$ cat src/rtl/core/bgms_pkg.sv
// ----------------------------------------------------------------------------
// Binary grid majority smoother package
// Shared widths, register indexes and types of the grid smoother.
// ----------------------------------------------------------------------------
package bgms_pkg;

	localparam int ROW_BITS        = 64;
	localparam int WIDTH_BITS      = 7;
	localparam int THRESH_BITS     = 4;
	localparam int COUNT_BITS      = 4;
	localparam int CFG_INDEX_BITS  = 2;
	localparam int CFG_DATA_BITS   = 7;

	localparam logic [WIDTH_BITS-1:0]  RESET_WIDTH     = 7'd64;
	localparam logic [THRESH_BITS-1:0] RESET_THRESHOLD = 4'd5;

	typedef enum logic [CFG_INDEX_BITS-1:0] {
		REG_ROW_WIDTH      = 2'd0,
		REG_WALL_THRESHOLD = 2'd1
	} cfg_reg_t;

	// Three-cell slices of the rows above, at and below one cell.
	typedef struct packed {
		logic [2:0] above;
		logic [2:0] here;
		logic [2:0] below;
	} window_t;

	typedef struct packed {
		logic [ROW_BITS-1:0] row;
		logic                last;
	} result_t;

endpackage

$ cat src/rtl/core/bgms_lane.sv
// ----------------------------------------------------------------------------
// Smoother lane
// Counts the walls in one 3x3 window and compares against the threshold.
// ----------------------------------------------------------------------------
module bgms_lane (
	input  bgms_pkg::window_t                     win,
	input  logic [bgms_pkg::THRESH_BITS-1:0]      threshold,
	output logic                                  wall
);
	import bgms_pkg::*;

	logic [COUNT_BITS-1:0] count;

	assign count = COUNT_BITS'(win.above[0]) + COUNT_BITS'(win.above[1])
		+ COUNT_BITS'(win.above[2]) + COUNT_BITS'(win.here[0])
		+ COUNT_BITS'(win.here[1]) + COUNT_BITS'(win.here[2])
		+ COUNT_BITS'(win.below[0]) + COUNT_BITS'(win.below[1])
		+ COUNT_BITS'(win.below[2]);

	assign wall = (count >= threshold);

endmodule

$ cat src/rtl/core/bgms_row_smoother.sv
// ----------------------------------------------------------------------------
// Row smoother
// One lane per cell of a row, with border walls around the used width, and
// a merge that gathers the lane results into the masked output row.
// ----------------------------------------------------------------------------
module bgms_row_smoother #(
	parameter int MAX_ROW_CELLS = 64
) (
	input  logic [MAX_ROW_CELLS-1:0]              above,
	input  logic [MAX_ROW_CELLS-1:0]              here,
	input  logic [MAX_ROW_CELLS-1:0]              below,
	input  logic [MAX_ROW_CELLS-1:0]              mask,
	input  logic [bgms_pkg::THRESH_BITS-1:0]      threshold,
	output logic [MAX_ROW_CELLS-1:0]              row
);
	import bgms_pkg::*;

	logic [MAX_ROW_CELLS+1:0] pad_above;
	logic [MAX_ROW_CELLS+1:0] pad_here;
	logic [MAX_ROW_CELLS+1:0] pad_below;
	logic [MAX_ROW_CELLS-1:0] lane_wall;

	// Cells outside the used width, and on both ends, read as walls.
	assign pad_above = {1'b1, (above & mask) | ~mask, 1'b1};
	assign pad_here  = {1'b1, (here & mask) | ~mask, 1'b1};
	assign pad_below = {1'b1, (below & mask) | ~mask, 1'b1};

	for (genvar i = 0; i < MAX_ROW_CELLS; i++) begin : g_lane
		window_t win;
		assign win.above = pad_above[i+2:i];
		assign win.here  = pad_here[i+2:i];
		assign win.below = pad_below[i+2:i];
		bgms_lane u_lane (
			.win       (win),
			.threshold (threshold),
			.wall      (lane_wall[i])
		);
	end

	assign row = lane_wall & mask;

endmodule

$ cat src/rtl/core/binary_grid_majority_smoother_core.sv
// ----------------------------------------------------------------------------
// Binary grid majority smoother core
// One smoothing pass of a wall/floor grid streamed as whole rows.
// ----------------------------------------------------------------------------
// A row is accepted in every cycle while the four-entry result queue has at
// least two free entries. Both possible results of a row, the smoothed middle
// row and, on the bottom row, the flushed bottom row, are computed by two
// banks of per-cell lanes in the accept cycle and written to the queue; a
// result beat is offered once it is registered in the queue. The first
// row of a grid gives no result, each later row one, and the bottom row one
// more marked with last_of_frame. Cells outside the grid count as walls. The
// input stalls only while more than two results wait in the queue, which
// happens only when the output side holds off.
module binary_grid_majority_smoother_core #(
	parameter int MAX_ROW_CELLS = 64
) (
	input  logic                                  clk,
	input  logic                                  arst_n,
	input  logic                                  cfg_wr_en,
	input  logic [bgms_pkg::CFG_INDEX_BITS-1:0]   cfg_index,
	input  logic [bgms_pkg::CFG_DATA_BITS-1:0]    cfg_data,
	input  logic                                  in_valid,
	output logic                                  in_ready,
	input  logic [bgms_pkg::ROW_BITS-1:0]         row_cells,
	input  logic                                  last_row,
	output logic                                  out_valid,
	input  logic                                  out_ready,
	output logic [bgms_pkg::ROW_BITS-1:0]         smoothed_row,
	output logic                                  last_of_frame
);
	import bgms_pkg::*;

	localparam int DEPTH = 4;
	localparam int PTR_W = $clog2(DEPTH);
	localparam int CNT_W = $clog2(DEPTH + 1);

	logic [WIDTH_BITS-1:0]    row_width_q;
	logic [THRESH_BITS-1:0]   threshold_q;
	logic [MAX_ROW_CELLS-1:0] upper_q;
	logic [MAX_ROW_CELLS-1:0] middle_q;
	logic                     have_middle_q;

	logic [WIDTH_BITS-1:0]    eff_width;
	logic [MAX_ROW_CELLS-1:0] mask;
	logic [MAX_ROW_CELLS-1:0] row_in;
	logic [MAX_ROW_CELLS-1:0] above_b;
	logic [MAX_ROW_CELLS-1:0] res_a_row;
	logic [MAX_ROW_CELLS-1:0] res_b_row;
	result_t                  res_a;
	result_t                  res_b;

	result_t                  fifo_q [DEPTH];
	logic [PTR_W-1:0]         wr_ptr_q;
	logic [PTR_W-1:0]         rd_ptr_q;
	logic [CNT_W-1:0]         count_q;
	logic [PTR_W-1:0]         b_ptr;
	logic                     accept;
	logic                     push_a;
	logic                     push_b;
	logic                     pop;

	// Configuration registers.
	always_ff @(posedge clk or negedge arst_n) begin
		if (!arst_n) begin
			row_width_q <= RESET_WIDTH;
			threshold_q <= RESET_THRESHOLD;
		end else if (cfg_wr_en) begin
			unique case (cfg_reg_t'(cfg_index))
				REG_ROW_WIDTH: begin
					row_width_q <= cfg_data[WIDTH_BITS-1:0];
				end
				REG_WALL_THRESHOLD: begin
					threshold_q <= cfg_data[THRESH_BITS-1:0];
				end
				default: begin
				end
			endcase
		end
	end

	always_comb begin
		eff_width = row_width_q;
		if (row_width_q == '0) begin
			eff_width = WIDTH_BITS'(1);
		end else if (row_width_q > WIDTH_BITS'(MAX_ROW_CELLS)) begin
			eff_width = WIDTH_BITS'(MAX_ROW_CELLS);
		end
	end

	for (genvar i = 0; i < MAX_ROW_CELLS; i++) begin : g_mask
		assign mask[i] = (WIDTH_BITS'(i) < eff_width);
	end

	assign row_in  = row_cells[MAX_ROW_CELLS-1:0];
	assign above_b = have_middle_q ? middle_q : '1;

	// Middle row smoothed against the incoming row.
	bgms_row_smoother #(
		.MAX_ROW_CELLS (MAX_ROW_CELLS)
	) u_smooth_a (
		.above     (upper_q),
		.here      (middle_q),
		.below     (row_in),
		.mask      (mask),
		.threshold (threshold_q),
		.row       (res_a_row)
	);

	// Incoming bottom row smoothed against a wall row below it.
	bgms_row_smoother #(
		.MAX_ROW_CELLS (MAX_ROW_CELLS)
	) u_smooth_b (
		.above     (above_b),
		.here      (row_in),
		.below     ('1),
		.mask      (mask),
		.threshold (threshold_q),
		.row       (res_b_row)
	);

	assign res_a.row  = ROW_BITS'(res_a_row);
	assign res_a.last = 1'b0;
	assign res_b.row  = ROW_BITS'(res_b_row);
	assign res_b.last = 1'b1;

	assign in_ready = (count_q <= CNT_W'(DEPTH - 2));
	assign accept   = in_valid & in_ready;
	assign push_a   = accept & have_middle_q;
	assign push_b   = accept & last_row;
	assign out_valid = (count_q != '0);
	assign pop      = out_valid & out_ready;
	assign b_ptr    = push_a ? wr_ptr_q + PTR_W'(1) : wr_ptr_q;

	// Row history.
	always_ff @(posedge clk or negedge arst_n) begin
		if (!arst_n) begin
			upper_q       <= '1;
			middle_q      <= '0;
			have_middle_q <= 1'b0;
		end else if (accept) begin
			if (last_row) begin
				upper_q       <= '1;
				middle_q      <= '0;
				have_middle_q <= 1'b0;
			end else if (!have_middle_q) begin
				upper_q       <= '1;
				middle_q      <= row_in;
				have_middle_q <= 1'b1;
			end else begin
				upper_q  <= middle_q;
				middle_q <= row_in;
			end
		end
	end

	// Result queue storage.
	always_ff @(posedge clk) begin
		if (push_a) begin
			fifo_q[wr_ptr_q] <= res_a;
		end
		if (push_b) begin
			fifo_q[b_ptr] <= res_b;
		end
	end

	always_ff @(posedge clk or negedge arst_n) begin
		if (!arst_n) begin
			wr_ptr_q <= '0;
			rd_ptr_q <= '0;
			count_q  <= '0;
		end else begin
			wr_ptr_q <= wr_ptr_q + PTR_W'(push_a) + PTR_W'(push_b);
			rd_ptr_q <= rd_ptr_q + PTR_W'(pop);
			count_q  <= count_q + CNT_W'(push_a) + CNT_W'(push_b) - CNT_W'(pop);
		end
	end

	assign smoothed_row  = fifo_q[rd_ptr_q].row;
	assign last_of_frame = fifo_q[rd_ptr_q].last;

endmodule
$ cat config.mk
export PLATFORM = sky130hd
export DESIGN_NAME = binary_grid_majority_smoother_core
export DESIGN_NICKNAME = d
export VERILOG_FILES = /design/src/rtl/core/bgms_pkg.sv /design/src/rtl/core/bgms_lane.sv /design/src/rtl/core/bgms_row_smoother.sv /design/src/rtl/core/binary_grid_majority_smoother_core.sv
export SDC_FILE = /design/constraint.sdc
export NUM_CORES = 2
export LEC_CHECK = 0
export ABC_AREA = 1
export BUFFER_PORTS_ARGS = -buffer_cell sky130_fd_sc_hd__buf_2
export CORE_ASPECT_RATIO = 0.9
export CORE_MARGIN = 5
export CORE_UTILIZATION = 40
export DETAILED_ROUTE_END_ITERATION = 10
export SYNTH_ARGS = -nofsm -noshare
export SYNTH_HDL_FRONTEND = slang
export SYNTH_SLANG_ARGS = --single-unit
export TNS_END_PERCENT = 50
$ cat constraint.sdc
create_clock -name clk -period 5.6 [get_ports clk]
set_input_delay 1.12 -clock clk [delete_from_list [all_inputs] [get_ports clk]]
set_output_delay 1.12 -clock clk [all_outputs]
set_load 0.02 [all_outputs]
# Yosys cells after proc, flatten, opt, wreduce, memory -nomap -nowiden
# Memories as Yosys holds them, arrays and structs flattened.
# Cells that the tools add are included.
# classes
n_addsub,1031
multipliers,0
n_div,0
n_lt_le_gt_ge,194
n_eq_ne,1
shift,0
n_mux,11
n_bitwise,16
n_reduce_logical,5
# op_table
op,n
adder 4 x 1 -> 4 bit,886
>= comparator 4 bit,128
bitwise AND 64 bit,6
OR 64 bit,5
adder 1 x 1 -> 2 bit,126
"< comparator 6 x 7 -> 1 bit, first input constant",32
two-way mux 64 bit,3
"< comparator 5 x 7 -> 1 bit, first input constant",16
NOT 64 bit,1
"< comparator 4 x 7 -> 1 bit, first input constant",8
"adder 4 x 1 -> 4 bit, second input constant",10
"< comparator 3 x 7 -> 1 bit, first input constant",4
"< comparator 1 x 7 -> 1 bit, first input constant",2
"< comparator 2 x 7 -> 1 bit, first input constant",2
two-way mux 7 bit,2
"> comparator 7 bit, second input constant",1
logical NOT 7 bit,1
adder 2 x 1 -> 2 bit,3
adder 3 x 1 -> 3 bit,2
two-way mux 1 bit,5
"adder 1 x 1 -> 2 bit, first input constant",2
bitwise AND 1 bit,4
AND reduction 2 bit,2
"<= comparator 3 x 2 -> 1 bit, second input constant",1
6 further kinds,6
# word_totals
reg_bits,147
latch_bits,0
mem_bits_rw,260
mem_bits_ro,0
inputBits,79
wordCells,1267
n_memories,1
# mem_list
memory,depth,word_bits,rd,rd_ports_with_merged_regs,wr,line,source
fifo_q,4,65,1,0,2,binary_grid_majority_smoother_core.sv:52,result_t fifo_q [DEPTH];

# Logic depth before layout (Yosys ltp)
# depth
ltp_word,16
ltp_mapped,30
depth_no_buf,28

# By module
# A second synthesis with hierarchy kept.
# unflattened
hier_cells,9183
hier_area_um2,65152.5
# by_module_without_submodules
mod,instances,cells_per_inst,area_each_um2,seq_area_each_um2
bgms_lane,128,43,309.0,0.0
binary_grid_majority_smoother_core,1,2653,21743.4,11529.8
bgms_row_smoother,2,513,1925.6,0.0

# Worst setup path before layout
# OpenSTA, ideal clock, no wires.
# synth_timing
path_kind,register to register
startpoint,reg row_width_q[6]
endpoint,mem fifo_q[0][6] (netlist name) (data pin)
setup_ns,0.268
arrival_ns,4.764
setup_slack_ns,0.568
stages_incl_launch_ff,23
path_cell_list,dfstp_2 > nor2_2 > buf_2 > nand2_1 > inv_1 > buf_6 > nand2_1 > inv_1 > nor2_1 > inv_1 > ha_1 > ha_1 > xnor2_1 > fa_1 > fa_1 > inv_1 > ha_1 > fa_1 > ha_1 > a21oi_1 > o21ai_0 > o21ai_0 > o21ai_0
# synth_rtl
item,line,source
start: declaration,binary_grid_majority_smoother_core.sv:37,logic [WIDTH_BITS-1:0] row_width_q;
start signal: assignment,binary_grid_majority_smoother_core.sv:70,row_width_q <= cfg_data[WIDTH_BITS-1:0];
end: declaration,binary_grid_majority_smoother_core.sv:52,

==> flow_summary.toml <==
[setup_path]
start_kind = "register"
required_ns = 5.98
slowest_stage = "dfstp_2"
critPathLaunch = "row_width_q[6]"
critPathMaxStageDelay_ns = 0.56
crit_type = "reg2reg"
crit_fanout = 8
crit_path_frequent_cell = "ha_1"
timing.rr.start = "row_width_q[6]"
crit_path_end_kind = "register"
crit_chain = "buf_6 -> buf_4 -> nand2_4 -> o21ai_2 -> buf_6 -> nand3_2 -> nand2_4 -> inv_2 -> nand2_1 -> ha_1 -> ha_1 -> inv_1 -> xor2_2 -> fa_1 -> fa_1 -> ha_1 -> fa_1 -> ha_1 -> a21oi_1 -> o21bai_1 -> a21oi_2 -> nor2_1 -> nand2_1 -> nand2_1"
cp.arrival_ns = 5.80
rrSetupSlack_ns = 0.17
rr_endpoint = "fifo_q[2][49]"
endpoint = "fifo_q[2][49]"
reg2reg_depth = 24

[placed_design]
portBuffers = 145
dp_hpwl_mm = 130
dp_slack_ns = -0.429
gp_congestion = 0.875

[grt]
grt_pass1_wl_mm = 269
grt_pass1_vias = 46900
grt_max_degree = 84
grt_usage = 0.225
antenna_found_initial = 18
gr-total-overflow = 0

[sta]
hold_viol = 0
slew_violations = 0
slew_headroom = 0.317
timing.fmax_mhz = 184
worstMarginPinSlew_ns = 1.03
setup_viol = 0
finClkSkew_ns = 0.0348
timing.final.crit_share = 0.969
grt_setup_unrepaired = "yes"
setup_ws_ns = 0.175
post-route-min-period_ns = 5.43

[clock_network]
cts.path.max_buffers = 3
ctsHoldBuffers = 0
path_clk_slew_ns = 0.06
root_buffer = "clkbuf_16"
cts_tree = "done"
numClockSinks = 407
numCtsBuffers = 50
clk_latency_ns = 0.62
cts-htree-levels = 2

[synthesis]
synth_warnings = 0
synthTopCellsByArea = "ha_1 30%, fa_1 14%, edfxtp_1 13%"
synth_top_area_share = 0.299
ys_seq_elements = 407
syn_area_sq_um = 58200
synth_top_area_cell = "ha_1"
synth_nets = 8671
syn_avg_cell_area_sq_um = 8.54
synth_ff_type = "edfxtp_1"
async_reset_ff_frac = 0.361
syn_inst = 6808
ys_seq_area_frac = 0.198
ys_types = 45
synth_edf_count = 256

[drt]
drt_wl_total_mm = 173
wl_per_cell_um = 19.0
viasPerCell = 5.16
drtAntennaViolNets = 0
drc_errors = 0
dr.pass1.iters = 5
vias = 46900
drtIter0Drc = 3499

[die]
die_area_sq_um = 153000
io_pins = 146
die_h_um = 372
fp.dieW_um = 412
num_rows = 132
core-area_sq_um = 144000
initial_core_util = 0.403

[run]
drv_cap = 0

[final_layout]
mostFrequentLayoutCells = "1,493 x inv_1, 1,382 x ha_1, 745 x nand2_1"
drive_gt1_frac = 0.117
syn_to_final_growth_pct = 11.8
utilization = 0.451
final_common_cell = "inv_1"
nNetsFinal = 8962
nFillCells = 14000

[hold_path]
min_path_type = "reg2reg"

[outcome]
outcome = "completed"
[cells in the mapped netlist (18+ instances only)]
master,number
inv_1,1510
ha_1,1389
nand2_1,791
nor2_1,447
o21ai_0,421
fa_1,395
a21oi_1,374
edfxtp_1,256
nand3_1,216
o21bai_1,104
clkbuf_1,87
xnor2_1,81
dfrtp_1,80
nand4_1,78
xor2_1,78
o22ai_1,71
dfstp_2,67
o211ai_1,67
or2_2,61
a22oi_1,49
buf_2,30
buf_4,20
nor2_2,20
nand2_2,18
[cell type report]
type | instances | area [sq um] | share of cell area
Multi-Input combinational cell | 4726 | 40900 | 0.629
Sequential cell | 407 | 11500 | 0.178
Tap cell | 1943 | 2430 | 0.0374
Clock inverter | 32 | 295 | 0.00454
Clock buffer | 62 | 1360 | 0.0209
Antenna cell | 6 | 15.0 | 0.000231
Timing Repair Buffer | 387 | 2730 | 0.0420
Inverter | 1527 | 5770 | 0.0888
[stage by stage]
stage               instance area, sq um  cells  setup TNS [ns]  hold slack (ns)
floorplan                          58200   6808               0            0.422
global placement                   62400   8962           -6.07            0.441
detailed placement                 62400   8962          -14.68            0.449
CTS                                64200   9058        -0.00479            0.460
global route                       65000   9084          -0.430            0.482
finish                             65000   9090               0            0.458
[registers in the layout, summed over array words and instances (netlist names)]
signal         flops
count_q            3
fifo_q           260
have_middle_q      1
middle_q          64
rd_ptr_q           2
row_width_q        7
threshold_q        4
upper_q           64
wr_ptr_q           2
[how the worst min path moves through the flow]
| stage | slack [ns] | from | depth (start not counted) | endpoint |
|---|---|---|---|---|
| 2_1_floorplan | 0.42 | fifo_q[1][0] | 2 | fifo_q[1][0] |
| 3_5_place_dp | 0.45 | fifo_q[0][0] | 2 | fifo_q[0][0] |
| 4_1_cts | 0.46 | fifo_q[1][0] | 2 | fifo_q[1][0] |
| 6_report | 0.46 | fifo_q[3][0] | 2 | fifo_q[3][0] |
| 5_1_grt | 0.48 | fifo_q[2][0] | 2 | fifo_q[2][0] |
| 3_3_place_gp | 0.44 | fifo_q[3][0] | 2 | fifo_q[3][0] |
[logic make-up (layout without fill, tap and decap cells)]
logic type | after synthesis | count (layout) | share of synthesized area
other | 0 | 6 | 0
adders and majority gates | 1784 | 1784 | 0.435
buffers and inverters | 1675 | 2008 | 0.111
DFF | 407 | 407 | 0.198
AOI/OAI and AO/OA | 1125 | 1125 | 0.110
xor gates and xnor gates | 159 | 159 | 0.0239
and+or+nand+nor | 1658 | 1658 | 0.123
[worst max-delay path: cells and delay by family, from the launching register on]
family	cells	cell delay [ns]
AND/OR/NAND/NOR	7	0.77
adder cells (fa/ha/maj)	7	2.47
buffers and inverters	5	0.58
flip-flops	1	0.56
XOR/XNOR	1	0.18
AO/OA/AOI/OAI	4	0.62
[repair_timing]
item,CTS,global route
pin swaps,3,44
gates resized for setup,19,176
setup endpoints to repair,128,237
buffers inserted,2,26
[per-layer routing]
layer | vias up | global-route usage | routed length (um)
met2 | 1488 | 0.371 | 78400
met5 | - | 0 | 7
li1 | 22600 | - | -
met1 | 22500 | 0.309 | 76600
met4 | 2 | 0.0601 | 4910
met3 | 250 | 0.0310 | 12900
Power is not shown: default switching activity piles up to over one toggle a cycle in this logic, so the estimate is an artifact.
